$ cat config.mk
export PLATFORM = sky130hd
export DESIGN_NAME = jpeg_header_marker_parser_unit
export DESIGN_NICKNAME = d
export VERILOG_FILES = /design/src/hw/rtl/jhmp_pkg.sv /design/src/hw/rtl/jpeg_header_marker_parser_unit.sv
export SDC_FILE = /design/constraint.sdc
export NUM_CORES = 1
export LEC_CHECK = 0
export BUFFER_PORTS_ARGS = -buffer_cell sky130_fd_sc_hd__buf_2
export CAP_MARGIN = 20
export CELL_PAD_IN_SITES_DETAIL_PLACEMENT = 0
export CELL_PAD_IN_SITES_GLOBAL_PLACEMENT = 1
export CORE_AREA = 2 2 190 192
export DETAILED_ROUTE_END_ITERATION = 8
export DIE_AREA = 0 0 192 194
export GPL_ROUTABILITY_DRIVEN = 0
export GPL_TIMING_DRIVEN = 0
export PLACE_DENSITY_LB_ADDON = 0.1
export SYNTH_ARGS = -nofsm -noshare
export SYNTH_HDL_FRONTEND = slang
export SYNTH_SLANG_ARGS = --single-unit
$ cat constraint.sdc
create_clock -name clock -period 4.1 [get_ports clock]
set_clock_uncertainty 0.2 [all_clocks]
set_input_delay 0.205 -clock clock [delete_from_list [all_inputs] [get_ports clock]]
set_output_delay 0.205 -clock clock [all_outputs]
set_load 0.01 [all_outputs]
$ cat src/hw/rtl/jhmp_pkg.sv
// Types, record codes and constant tables of the marker parser.
package jhmp_pkg;

   localparam int OUT_DEPTH = 4;

   // Record kinds.
   localparam logic [3:0] KIND_SCAN   = 4'd0;
   localparam logic [3:0] KIND_HEIGHT = 4'd1;
   localparam logic [3:0] KIND_WIDTH  = 4'd2;
   localparam logic [3:0] KIND_FCOMP  = 4'd3;
   localparam logic [3:0] KIND_SCOMP  = 4'd4;
   localparam logic [3:0] KIND_QUANT  = 4'd5;
   localparam logic [3:0] KIND_HUFF   = 4'd6;
   localparam logic [3:0] KIND_DONE   = 4'd7;
   localparam logic [3:0] KIND_ERROR  = 4'd8;

   // Error codes.
   localparam logic [2:0] ERR_MAGIC     = 3'd0;
   localparam logic [2:0] ERR_JFIF      = 3'd1;
   localparam logic [2:0] ERR_COMP_CNT  = 3'd2;
   localparam logic [2:0] ERR_QUANT_ID  = 3'd3;
   localparam logic [2:0] ERR_EOF_SCAN  = 3'd4;

   // Marker bytes.
   localparam logic [7:0] BYTE_FF  = 8'hFF;
   localparam logic [7:0] BYTE_00  = 8'h00;
   localparam logic [7:0] MRK_DQT  = 8'hDB;
   localparam logic [7:0] MRK_SOF0 = 8'hC0;
   localparam logic [7:0] MRK_DHT  = 8'hC4;
   localparam logic [7:0] MRK_SOS  = 8'hDA;
   localparam logic [7:0] MRK_EOI  = 8'hD9;

   typedef struct packed {
      logic [7:0] data_byte;
      logic       at_end;
   } req_type;

   typedef struct packed {
      logic [3:0]  out_kind;
      logic [15:0] out_value;
      logic [1:0]  table_sel;
      logic [7:0]  comp_id;
      logic [3:0]  samp_x;
      logic [3:0]  samp_y;
      logic [7:0]  quant_sel;
      logic [3:0]  dc_table;
      logic [4:0]  ac_table;
      logic [2:0]  error_code;
      logic        last;
   } rsp_type;

   // SOI followed by the APP0 marker.
   function automatic logic [7:0] magic_byte(input logic [1:0] idx);
      logic [7:0] b;
      unique case (idx)
         2'd0:    b = 8'hFF;
         2'd1:    b = 8'hD8;
         2'd2:    b = 8'hFF;
         default: b = 8'hE0;
      endcase
      return b;
   endfunction

   // "JFIF" and its terminating zero.
   function automatic logic [7:0] jfif_byte(input logic [2:0] idx);
      logic [7:0] b;
      unique case (idx)
         3'd0:    b = 8'h4A;
         3'd1:    b = 8'h46;
         3'd2:    b = 8'h49;
         3'd3:    b = 8'h46;
         default: b = 8'h00;
      endcase
      return b;
   endfunction

endpackage

$ cat src/hw/rtl/jpeg_header_marker_parser_unit.sv
// JPEG baseline marker parser: one file byte in, up to two records out.
//
//   Channel  Direction  Payload    Transfer
//   req_     in         req_type   req_valid & req_ready
//   rsp_     out        rsp_type   rsp_valid & rsp_ready
//
// One byte is taken per cycle while req_ready is high; its records are written
// straight into an OutDepth-entry output queue and are registered there before rsp_.
// req_ready is high while the queue has room for two records, so the rate
// is one byte per cycle as long as the sink takes one record per cycle.
// A scan byte that follows a lone FF makes two records, but the FF made none,
// so the pair still needs one sink cycle per byte. Reset empties the queue.
// After done or an error the parser keeps taking bytes and produces nothing.
module jpeg_header_marker_parser_unit
   import jhmp_pkg::*;
#(
   parameter int OutDepth = OUT_DEPTH
) (
   input  logic    clock,
   input  logic    reset,
   input  logic    req_valid,
   output logic    req_ready,
   input  req_type req_data,
   output logic    rsp_valid,
   input  logic    rsp_ready,
   output rsp_type rsp_data
);

   localparam int PtrW = (OutDepth > 1) ? $clog2(OutDepth) : 1;
   localparam int CntW = $clog2(OutDepth + 1);

   typedef enum logic [4:0] {
      PH_MAGIC, PH_APPLEN, PH_JFIF, PH_HUNT, PH_MARK,
      PH_DQT_LEN, PH_DQT_ID, PH_DQT_DATA,
      PH_SOF_SKIP, PH_SOF_H, PH_SOF_W, PH_SOF_N, PH_SOF_COMP,
      PH_DHT_LEN, PH_DHT_ID, PH_DHT_DATA,
      PH_SOS_SKIP, PH_SOS_N, PH_SOS_COMP, PH_SOS_TAIL,
      PH_SCAN, PH_HALT
   } phase_type;

   phase_type   phase_ff, phase_in;
   logic [2:0]  pos_ff, pos_in;
   logic [15:0] remain_ff, remain_in;
   logic [7:0]  hold_ff, hold_in;
   logic [1:0]  total_ff, total_in;
   logic [1:0]  index_ff, index_in;
   logic [7:0]  cid_ff, cid_in;
   logic [7:0]  samp_ff, samp_in;
   logic [1:0]  table_ff, table_in;
   logic        pending_ff, pending_in;

   rsp_type     mem_ff [OutDepth];
   logic [PtrW-1:0] wr_ptr_ff, rd_ptr_ff, wr_ptr_nx, wr_ptr_in, rd_ptr_in;
   logic [CntW-1:0] count_ff, count_in;

   logic        req_fire, rsp_fire;
   logic [7:0]  b;
   logic [1:0]  n_push;
   rsp_type     rec0, rec1;
   logic [15:0] seg_len;
   logic [1:0]  index_inc;

   function automatic rsp_type mk_rec(input logic [3:0] kind, input logic [15:0] value);
      rsp_type r;
      r = '0;
      r.out_kind = kind;
      r.out_value = value;
      r.last = 1'b1;
      return r;
   endfunction

   function automatic logic [PtrW-1:0] ptr_inc(input logic [PtrW-1:0] p);
      logic [PtrW-1:0] q;
      q = (p == PtrW'(OutDepth - 1)) ? '0 : p + 1'b1;
      return q;
   endfunction

   assign req_ready = (count_ff <= CntW'(OutDepth - 2));
   assign req_fire  = req_valid && req_ready;
   assign rsp_valid = (count_ff != '0);
   assign rsp_fire  = rsp_valid && rsp_ready;
   assign rsp_data  = mem_ff[rd_ptr_ff];
   assign b         = req_data.data_byte;
   assign seg_len   = {hold_ff, b};
   assign index_inc = index_ff + 2'd1;

   always_comb begin
      phase_in   = phase_ff;
      pos_in     = pos_ff;
      remain_in  = remain_ff;
      hold_in    = hold_ff;
      total_in   = total_ff;
      index_in   = index_ff;
      cid_in     = cid_ff;
      samp_in    = samp_ff;
      table_in   = table_ff;
      pending_in = pending_ff;
      n_push     = 2'd0;
      rec0       = mk_rec(KIND_SCAN, 16'd0);
      rec1       = mk_rec(KIND_SCAN, 16'd0);

      if (!req_fire || phase_ff == PH_HALT) begin
         // nothing to do
      end else if (req_data.at_end) begin
         phase_in = PH_HALT;
         n_push   = 2'd1;
         priority case (phase_ff)
            PH_MAGIC: begin
               rec0 = mk_rec(KIND_ERROR, 16'd0);
               rec0.error_code = ERR_MAGIC;
            end
            PH_APPLEN, PH_JFIF: begin
               rec0 = mk_rec(KIND_ERROR, 16'd0);
               rec0.error_code = ERR_JFIF;
            end
            PH_SCAN: begin
               rec0 = mk_rec(KIND_ERROR, 16'd0);
               rec0.error_code = ERR_EOF_SCAN;
            end
            default: rec0 = mk_rec(KIND_DONE, 16'd0);
         endcase
      end else begin
         unique case (phase_ff)
            PH_MAGIC: begin
               if (b != magic_byte(pos_ff[1:0])) begin
                  rec0 = mk_rec(KIND_ERROR, 16'd0);
                  rec0.error_code = ERR_MAGIC;
                  n_push   = 2'd1;
                  phase_in = PH_HALT;
               end else if (pos_ff == 3'd3) begin
                  pos_in   = '0;
                  phase_in = PH_APPLEN;
               end else begin
                  pos_in = pos_ff + 3'd1;
               end
            end
            PH_APPLEN: begin
               if (pos_ff == 3'd1) begin
                  pos_in   = '0;
                  phase_in = PH_JFIF;
               end else begin
                  pos_in = pos_ff + 3'd1;
               end
            end
            PH_JFIF: begin
               if (pos_ff >= 3'd5 || b != jfif_byte(pos_ff)) begin
                  rec0 = mk_rec(KIND_ERROR, 16'd0);
                  rec0.error_code = ERR_JFIF;
                  n_push   = 2'd1;
                  phase_in = PH_HALT;
               end else if (pos_ff == 3'd4) begin
                  pos_in   = '0;
                  phase_in = PH_HUNT;
               end else begin
                  pos_in = pos_ff + 3'd1;
               end
            end
            PH_HUNT: begin
               if (b == BYTE_FF) phase_in = PH_MARK;
            end
            PH_MARK: begin
               pos_in = '0;
               priority if (b == BYTE_FF) phase_in = PH_MARK;
               else if (b == MRK_DQT)  phase_in = PH_DQT_LEN;
               else if (b == MRK_SOF0) phase_in = PH_SOF_SKIP;
               else if (b == MRK_DHT)  phase_in = PH_DHT_LEN;
               else if (b == MRK_SOS)  phase_in = PH_SOS_SKIP;
               else if (b == MRK_EOI) begin
                  rec0     = mk_rec(KIND_DONE, 16'd0);
                  n_push   = 2'd1;
                  phase_in = PH_HALT;
               end else phase_in = PH_HUNT;
            end
            PH_DQT_LEN, PH_DHT_LEN: begin
               if (pos_ff == 3'd0) begin
                  hold_in = b;
                  pos_in  = 3'd1;
               end else begin
                  // The length counts itself and the id byte.
                  remain_in = (seg_len >= 16'd3) ? seg_len - 16'd3 : 16'd0;
                  pos_in    = '0;
                  phase_in  = (phase_ff == PH_DQT_LEN) ? PH_DQT_ID : PH_DHT_ID;
               end
            end
            PH_DQT_ID: begin
               if (b > 8'd1) begin
                  rec0 = mk_rec(KIND_ERROR, 16'd0);
                  rec0.error_code = ERR_QUANT_ID;
                  n_push   = 2'd1;
                  phase_in = PH_HALT;
               end else begin
                  table_in = b[1:0];
                  phase_in = (remain_ff != 16'd0) ? PH_DQT_DATA : PH_HUNT;
               end
            end
            PH_DHT_ID: begin
               table_in = {b[7:4] != 4'd0, b[3:0] != 4'd0};
               phase_in = (remain_ff != 16'd0) ? PH_DHT_DATA : PH_HUNT;
            end
            PH_DQT_DATA, PH_DHT_DATA: begin
               rec0 = mk_rec((phase_ff == PH_DQT_DATA) ? KIND_QUANT : KIND_HUFF,
                             {8'd0, b});
               rec0.table_sel = table_ff;
               n_push    = 2'd1;
               remain_in = remain_ff - 16'd1;
               if (remain_ff == 16'd1) phase_in = PH_HUNT;
            end
            PH_SOF_SKIP: begin
               if (pos_ff == 3'd2) begin
                  pos_in   = '0;
                  phase_in = PH_SOF_H;
               end else begin
                  pos_in = pos_ff + 3'd1;
               end
            end
            PH_SOF_H, PH_SOF_W: begin
               if (pos_ff == 3'd0) begin
                  hold_in = b;
                  pos_in  = 3'd1;
               end else begin
                  rec0 = mk_rec((phase_ff == PH_SOF_H) ? KIND_HEIGHT : KIND_WIDTH,
                                seg_len);
                  n_push   = 2'd1;
                  pos_in   = '0;
                  phase_in = (phase_ff == PH_SOF_H) ? PH_SOF_W : PH_SOF_N;
               end
            end
            PH_SOF_N, PH_SOS_N: begin
               if (b != 8'd1 && b != 8'd3) begin
                  rec0 = mk_rec(KIND_ERROR, 16'd0);
                  rec0.error_code = ERR_COMP_CNT;
                  n_push   = 2'd1;
                  phase_in = PH_HALT;
               end else begin
                  total_in = b[1:0];
                  index_in = '0;
                  pos_in   = '0;
                  phase_in = (phase_ff == PH_SOF_N) ? PH_SOF_COMP : PH_SOS_COMP;
               end
            end
            PH_SOF_COMP: begin
               if (pos_ff == 3'd0) begin
                  cid_in = b;
                  pos_in = 3'd1;
               end else if (pos_ff == 3'd1) begin
                  samp_in = b;
                  pos_in  = 3'd2;
               end else begin
                  rec0 = mk_rec(KIND_FCOMP, 16'd0);
                  rec0.comp_id   = cid_ff;
                  rec0.samp_x    = samp_ff[7:4];
                  rec0.samp_y    = samp_ff[3:0];
                  rec0.quant_sel = b;
                  n_push   = 2'd1;
                  pos_in   = '0;
                  index_in = index_inc;
                  if (index_inc >= total_ff) phase_in = PH_HUNT;
               end
            end
            PH_SOS_SKIP: begin
               if (pos_ff == 3'd1) begin
                  pos_in   = '0;
                  phase_in = PH_SOS_N;
               end else begin
                  pos_in = pos_ff + 3'd1;
               end
            end
            PH_SOS_COMP: begin
               if (pos_ff == 3'd0) begin
                  cid_in = b;
                  pos_in = 3'd1;
               end else begin
                  rec0 = mk_rec(KIND_SCOMP, 16'd0);
                  rec0.comp_id  = cid_ff;
                  rec0.dc_table = b[7:4];
                  rec0.ac_table = {1'b0, b[3:0]} + 5'd2;
                  n_push   = 2'd1;
                  pos_in   = '0;
                  index_in = index_inc;
                  if (index_inc >= total_ff) phase_in = PH_SOS_TAIL;
               end
            end
            PH_SOS_TAIL: begin
               if (pos_ff == 3'd2) begin
                  pos_in     = '0;
                  pending_in = 1'b0;
                  phase_in   = PH_SCAN;
               end else begin
                  pos_in = pos_ff + 3'd1;
               end
            end
            PH_SCAN: begin
               if (!pending_ff) begin
                  if (b == BYTE_FF) begin
                     pending_in = 1'b1;
                  end else begin
                     rec0   = mk_rec(KIND_SCAN, {8'd0, b});
                     n_push = 2'd1;
                  end
               end else begin
                  pending_in = 1'b0;
                  priority if (b == BYTE_00) begin
                     rec0   = mk_rec(KIND_SCAN, {8'd0, BYTE_FF});
                     n_push = 2'd1;
                  end else if (b == MRK_EOI) begin
                     rec0     = mk_rec(KIND_DONE, 16'd0);
                     n_push   = 2'd1;
                     phase_in = PH_HALT;
                  end else begin
                     // Not a stuffed byte or EOI: both bytes are scan data.
                     rec0      = mk_rec(KIND_SCAN, {8'd0, BYTE_FF});
                     rec0.last = 1'b0;
                     rec1      = mk_rec(KIND_SCAN, {8'd0, b});
                     n_push    = 2'd2;
                  end
               end
            end
            PH_HALT: phase_in = PH_HALT;
            default: phase_in = PH_HALT;
         endcase
      end
   end

   always_comb begin
      wr_ptr_nx = ptr_inc(wr_ptr_ff);
      unique case (n_push)
         2'd0:    wr_ptr_in = wr_ptr_ff;
         2'd1:    wr_ptr_in = wr_ptr_nx;
         default: wr_ptr_in = ptr_inc(wr_ptr_nx);
      endcase
      rd_ptr_in = rsp_fire ? ptr_inc(rd_ptr_ff) : rd_ptr_ff;
      count_in  = count_ff + CntW'(n_push) - CntW'(rsp_fire);
   end

   always_ff @(posedge clock) begin
      if (reset) begin
         phase_ff   <= PH_MAGIC;
         pos_ff     <= '0;
         remain_ff  <= '0;
         hold_ff    <= '0;
         total_ff   <= '0;
         index_ff   <= '0;
         cid_ff     <= '0;
         samp_ff    <= '0;
         table_ff   <= '0;
         pending_ff <= 1'b0;
         wr_ptr_ff  <= '0;
         rd_ptr_ff  <= '0;
         count_ff   <= '0;
      end else begin
         phase_ff   <= phase_in;
         pos_ff     <= pos_in;
         remain_ff  <= remain_in;
         hold_ff    <= hold_in;
         total_ff   <= total_in;
         index_ff   <= index_in;
         cid_ff     <= cid_in;
         samp_ff    <= samp_in;
         table_ff   <= table_in;
         pending_ff <= pending_in;
         wr_ptr_ff  <= wr_ptr_in;
         rd_ptr_ff  <= rd_ptr_in;
         count_ff   <= count_in;
      end
   end

   always_ff @(posedge clock) begin
      if (n_push != 2'd0) mem_ff[wr_ptr_ff] <= rec0;
      if (n_push == 2'd2) mem_ff[wr_ptr_nx] <= rec1;
   end

endmodule

==> impl_metrics.csv <==
group,metric,value,unit
setup_path,worstPathMaxFanout,10,
worst_hold_path,hold_depth,3,
timing,period_share,97.1,%
logic_synthesis,yosysTopAreaCell,"dfxtp_1",
clocking,clock-root-buffer,"clkbuf_16",
pwr,internal_power,6.38,mW
clocking,numCtsBuffers,35,
route,dr_wl_met2,24000,µm
setup_path,ff2ff_path_depth,14,
pwr,p_leak,7.48,nW
finish,antenna_cells,0,
logic_synthesis,synth_seq_cells,300,
setup_path,critPathCaptureType,"register",
pwr,irDropWorstVdd,341,µV
clocking,tritoncts,"yes",
setup_path,slowest_stage,"fa_1",
pwr,switchingPower,3.22,mW
pwr,seqPwrFrac,33.8,%
pwr,clkPwrFrac,35.5,%
die,die_area,37200,µm²
route,avgViaCountPerCell,5.91,
worst_hold_path,worstHoldPathType,"input port to register",
timing,setup_viol,0,
setup_path,worstSetupPathType,"input port to register",
setup_path,crit_path_cell_trace,"buf_2 -> clkbuf_4 -> clkinvlp_4 -> ha_1 -> or3b_2 -> o21ai_1 -> o221a_2 -> nor4_1 -> a41oi_2 -> buf_6 -> clkbuf_4 -> nor2_2 -> ha_1 -> inv_1 -> ha_1 -> fa_1 -> nor2b_1",
setup_path,critPathBufInv,6,
route,drc,0,
timing,rsz0062_at_grt,"yes",
logic_synthesis,syn_inst,1637,
run_status,status,"finished, final reports clean",
placement,dp_hpwl,37900,µm
grt,grt_pass1_wl,79000,µm
die,io_pins,74,
route,wl_met3,3350,µm
logic_synthesis,synth.yosys.seq_area_share,40.4,%
setup_path,arrival,4.16,ns
route,dr_total_vias,13200,
route,first_pass_iters,6,
logic_synthesis,synth_edf_count,32,
grt,grt_max_degree,15,
grt,grt_use_total,27.9,%
setup_path,path_delay_family,"buffers and inverters",
finish,fill_cells,3354,
pwr,power,9.60,mW
clocking,cts_buffer_depth,3,
timing,max_clock_freq,251,MHz
logic_synthesis,synthesis.area,15700,µm²
setup_path,worst_ep_required_time,4.28,ns
logic_synthesis,synth_common_cells,"268 x dfxtp_1, 268 x nand2_1, 176 x mux2i_1",
logic_synthesis,synth_top_area_share,34.2,%
pwr,power.share.switching,33.6,%
logic_synthesis,synth_flop_cell,"dfxtp_1",
logic_synthesis,ys_types,75,
timing,relSlewSlack,26.5,%
setup_path,cp_common_cell,"ha_1",
timing,tightest_slew,1.10,ns
route,first_iter_violations,1026,
route,wl_per_cell,23.4,µm
timing,finalHoldViolCount,0,
pwr,powerDensity,530,nW/µm²
die,die_h,194,µm
timing,hold-worst-slack,0.0609,ns
clocking,clkSinkCount,300,
placement,port_buffers,71,
clocking,clk_latency,0.54,ns
setup_path,crit_path_max_incr_delay,0.40,ns
logic_synthesis,synth_area_per_cell,9.57,µm²
finish,area_growth,15.5,%
grt,grt_overflow,0,
run,maxCapViolations,0,
grt,grt_pass1_vias,12800,
die,die_w,192,µm
route,wl_met1,23900,µm
grt,antenna_found_initial,1,
logic_synthesis,synth_nets,1678,
finish,final_net_count,1794,
logic_synthesis,netlist_top_cells_area,"dfxtp_1 34%, mux2i_1 11%, mux4_2 8.5%",
die,start_util,44.5,%
die,rows,69,
logic_synthesis,ys_async_sr_fraction,0,%
pwr,p_comb_share,30.7,%
logic_synthesis,ys_warn_count,0,
route,top_layer,"met5",
setup_path,start_kind,"input port",
timing,slew_violations,0,
route,wl,52400,µm
route,ant_nets,0,
clocking,clkTransAtPathRegs,0.05,ns
clocking,ctsHtreeMaxLevel,2,
die,core-area,35200,µm²
setup_path,cp.depth,17,
finish,drive_above_1_share,18.3,%
timing,fin_crit,3.98,ns
-- final cells by class --
type / count / area (µm²) / area share (%)
Clock buffer: 47 / 1000 / 5.54
Clock inverter: 15 / 244 / 1.35
Tap cell: 461 / 577 / 3.19
Multi-Input combinational cell: 1168 / 8670 / 47.9
Sequential cell: 300 / 6330 / 35.0
Timing Repair Buffer: 79 / 448 / 2.48
Inverter: 32 / 128 / 0.705
Buffer: 137 / 698 / 3.86
-- per-layer routing --
metal | vias to the layer above | GRT usage, %
met5 | - | 0
met4 | 2 | 6.76
met3 | 74 | 3.86
met2 | 462 | 44.7
met1 | 6549 | 39.7
li1 | 6143 | -
-- tightest hold or removal path: cells and delay by family --
family	cells	cell delay, ns
buf+inv	1	0.24
simple gates	1	0.16
compound gates	1	0.14
-- kinds of logic (layout without fill, tap and decap cells) --
group / count (synthesis) / count (layout) / share of synthesized area [%]
AOI/OAI and AO/OA: 267 / 267 / 11.5
DFF: 300 / 300 / 40.4
muxes: 268 / 268 / 22.1
buffers and inverters: 169 / 310 / 4.99
and+or+nand+nor: 579 / 579 / 17.3
adders and majority gates: 28 / 28 / 2.28
xor gates and xnor gates: 26 / 26 / 1.45
-- timing repair --
action,CTS,global route
endpoints found under the hold margin,4,0
setup endpoints to repair,36,47
hold buffers,1,0
buffers inserted,1,1
resized for setup,22,32
pin swaps,0,5
-- cell usage in the layout, fill, tap and decap left out, types with 7 or more instances in the layout --
cell / n
nand2b_1: 10
o21ai_0: 44
o41ai_1: 7
and3_1: 12
a211oi_1: 7
xnor2_1: 18
o22ai_1: 9
o31ai_1: 37
or4_1: 7
edfxtp_1: 32
mux2i_1: 176
nor3_1: 20
clkbuf_1: 76
buf_4: 15
buf_2: 96
nand2_1: 262
ha_1: 25
buf_1: 8
mux4_2: 59
xor2_1: 8
nor3b_1: 7
clkbuf_16: 36
inv_1: 30
nand4_1: 11
dfxtp_1: 266
nor2_1: 96
nor4_1: 7
a21oi_1: 57
or3_1: 9
and2_1: 44
nor2b_1: 11
buf_6: 10
a22oi_1: 12
nand3_1: 45
o211ai_1: 31
mux2_2: 33
-- flip-flops by register name, summed over array words and instances (netlist names), 2 cells and up, named ones only --
name,flops
pos_ff,3
rd_ptr_ff,2
remain_ff,16
count_ff,3
mem_ff,236
total_ff,2
hold_ff,8
samp_ff,8
index_ff,2
phase_ff,5
wr_ptr_ff,2
cid_ff,8
table_ff,2
-- path summary, 6_finish.rpt --
path,from,to,slack [ns]
setup / recovery,req_data[1],count_ff[1]$_SDFF_PP0_,0.12
hold / removal,reset,remain_ff[15]$_SDFFE_PP0P_,0.06
setup reg to reg,phase_ff[3]$_SDFFE_PP0P_,count_ff[2]$_SDFF_PP0_,0.18
hold reg to reg,mem_ff[3][27]$_SDFFE_PP0N_,mem_ff[3][27]$_SDFFE_PP0N_,0.26
-- power by group through the flow --
| stage | Combinational [mW] | Sequential, mW | Clock (mW) |
|---|---|---|---|
| 2_1_floorplan | 2.00 | 3.27 | 0 |
| 3_3_place_gp | 2.80 | 3.29 | 0 |
| 3_5_place_dp | 2.82 | 3.30 | 0 |
| 4_1_cts | 2.86 | 3.24 | 3.44 |
| 5_1_grt | 3.17 | 3.26 | 3.56 |
| 6_report | 2.95 | 3.24 | 3.41 |
-- through the flow --
step / instance area [µm²] / setup WS, ns / utilization, % / setup TNS [ns] / cells
6_report: 18100 / 0.118 / 51.4 / 0 / 2239
3_5_place_dp: 16600 / -0.870 / 47.2 / -44.63 / 2170
4_1_cts: 17900 / 0.0119 / 51.0 / 0 / 2234
3_3_place_gp: 16600 / -0.885 / 47.1 / -45.42 / 2169
2_1_floorplan: 15700 / 0.369 / - / 0 / 1637
5_1_grt: 18100 / -0.00725 / 51.4 / -0.00725 / 2239
(Power assumes the default switching activity.)
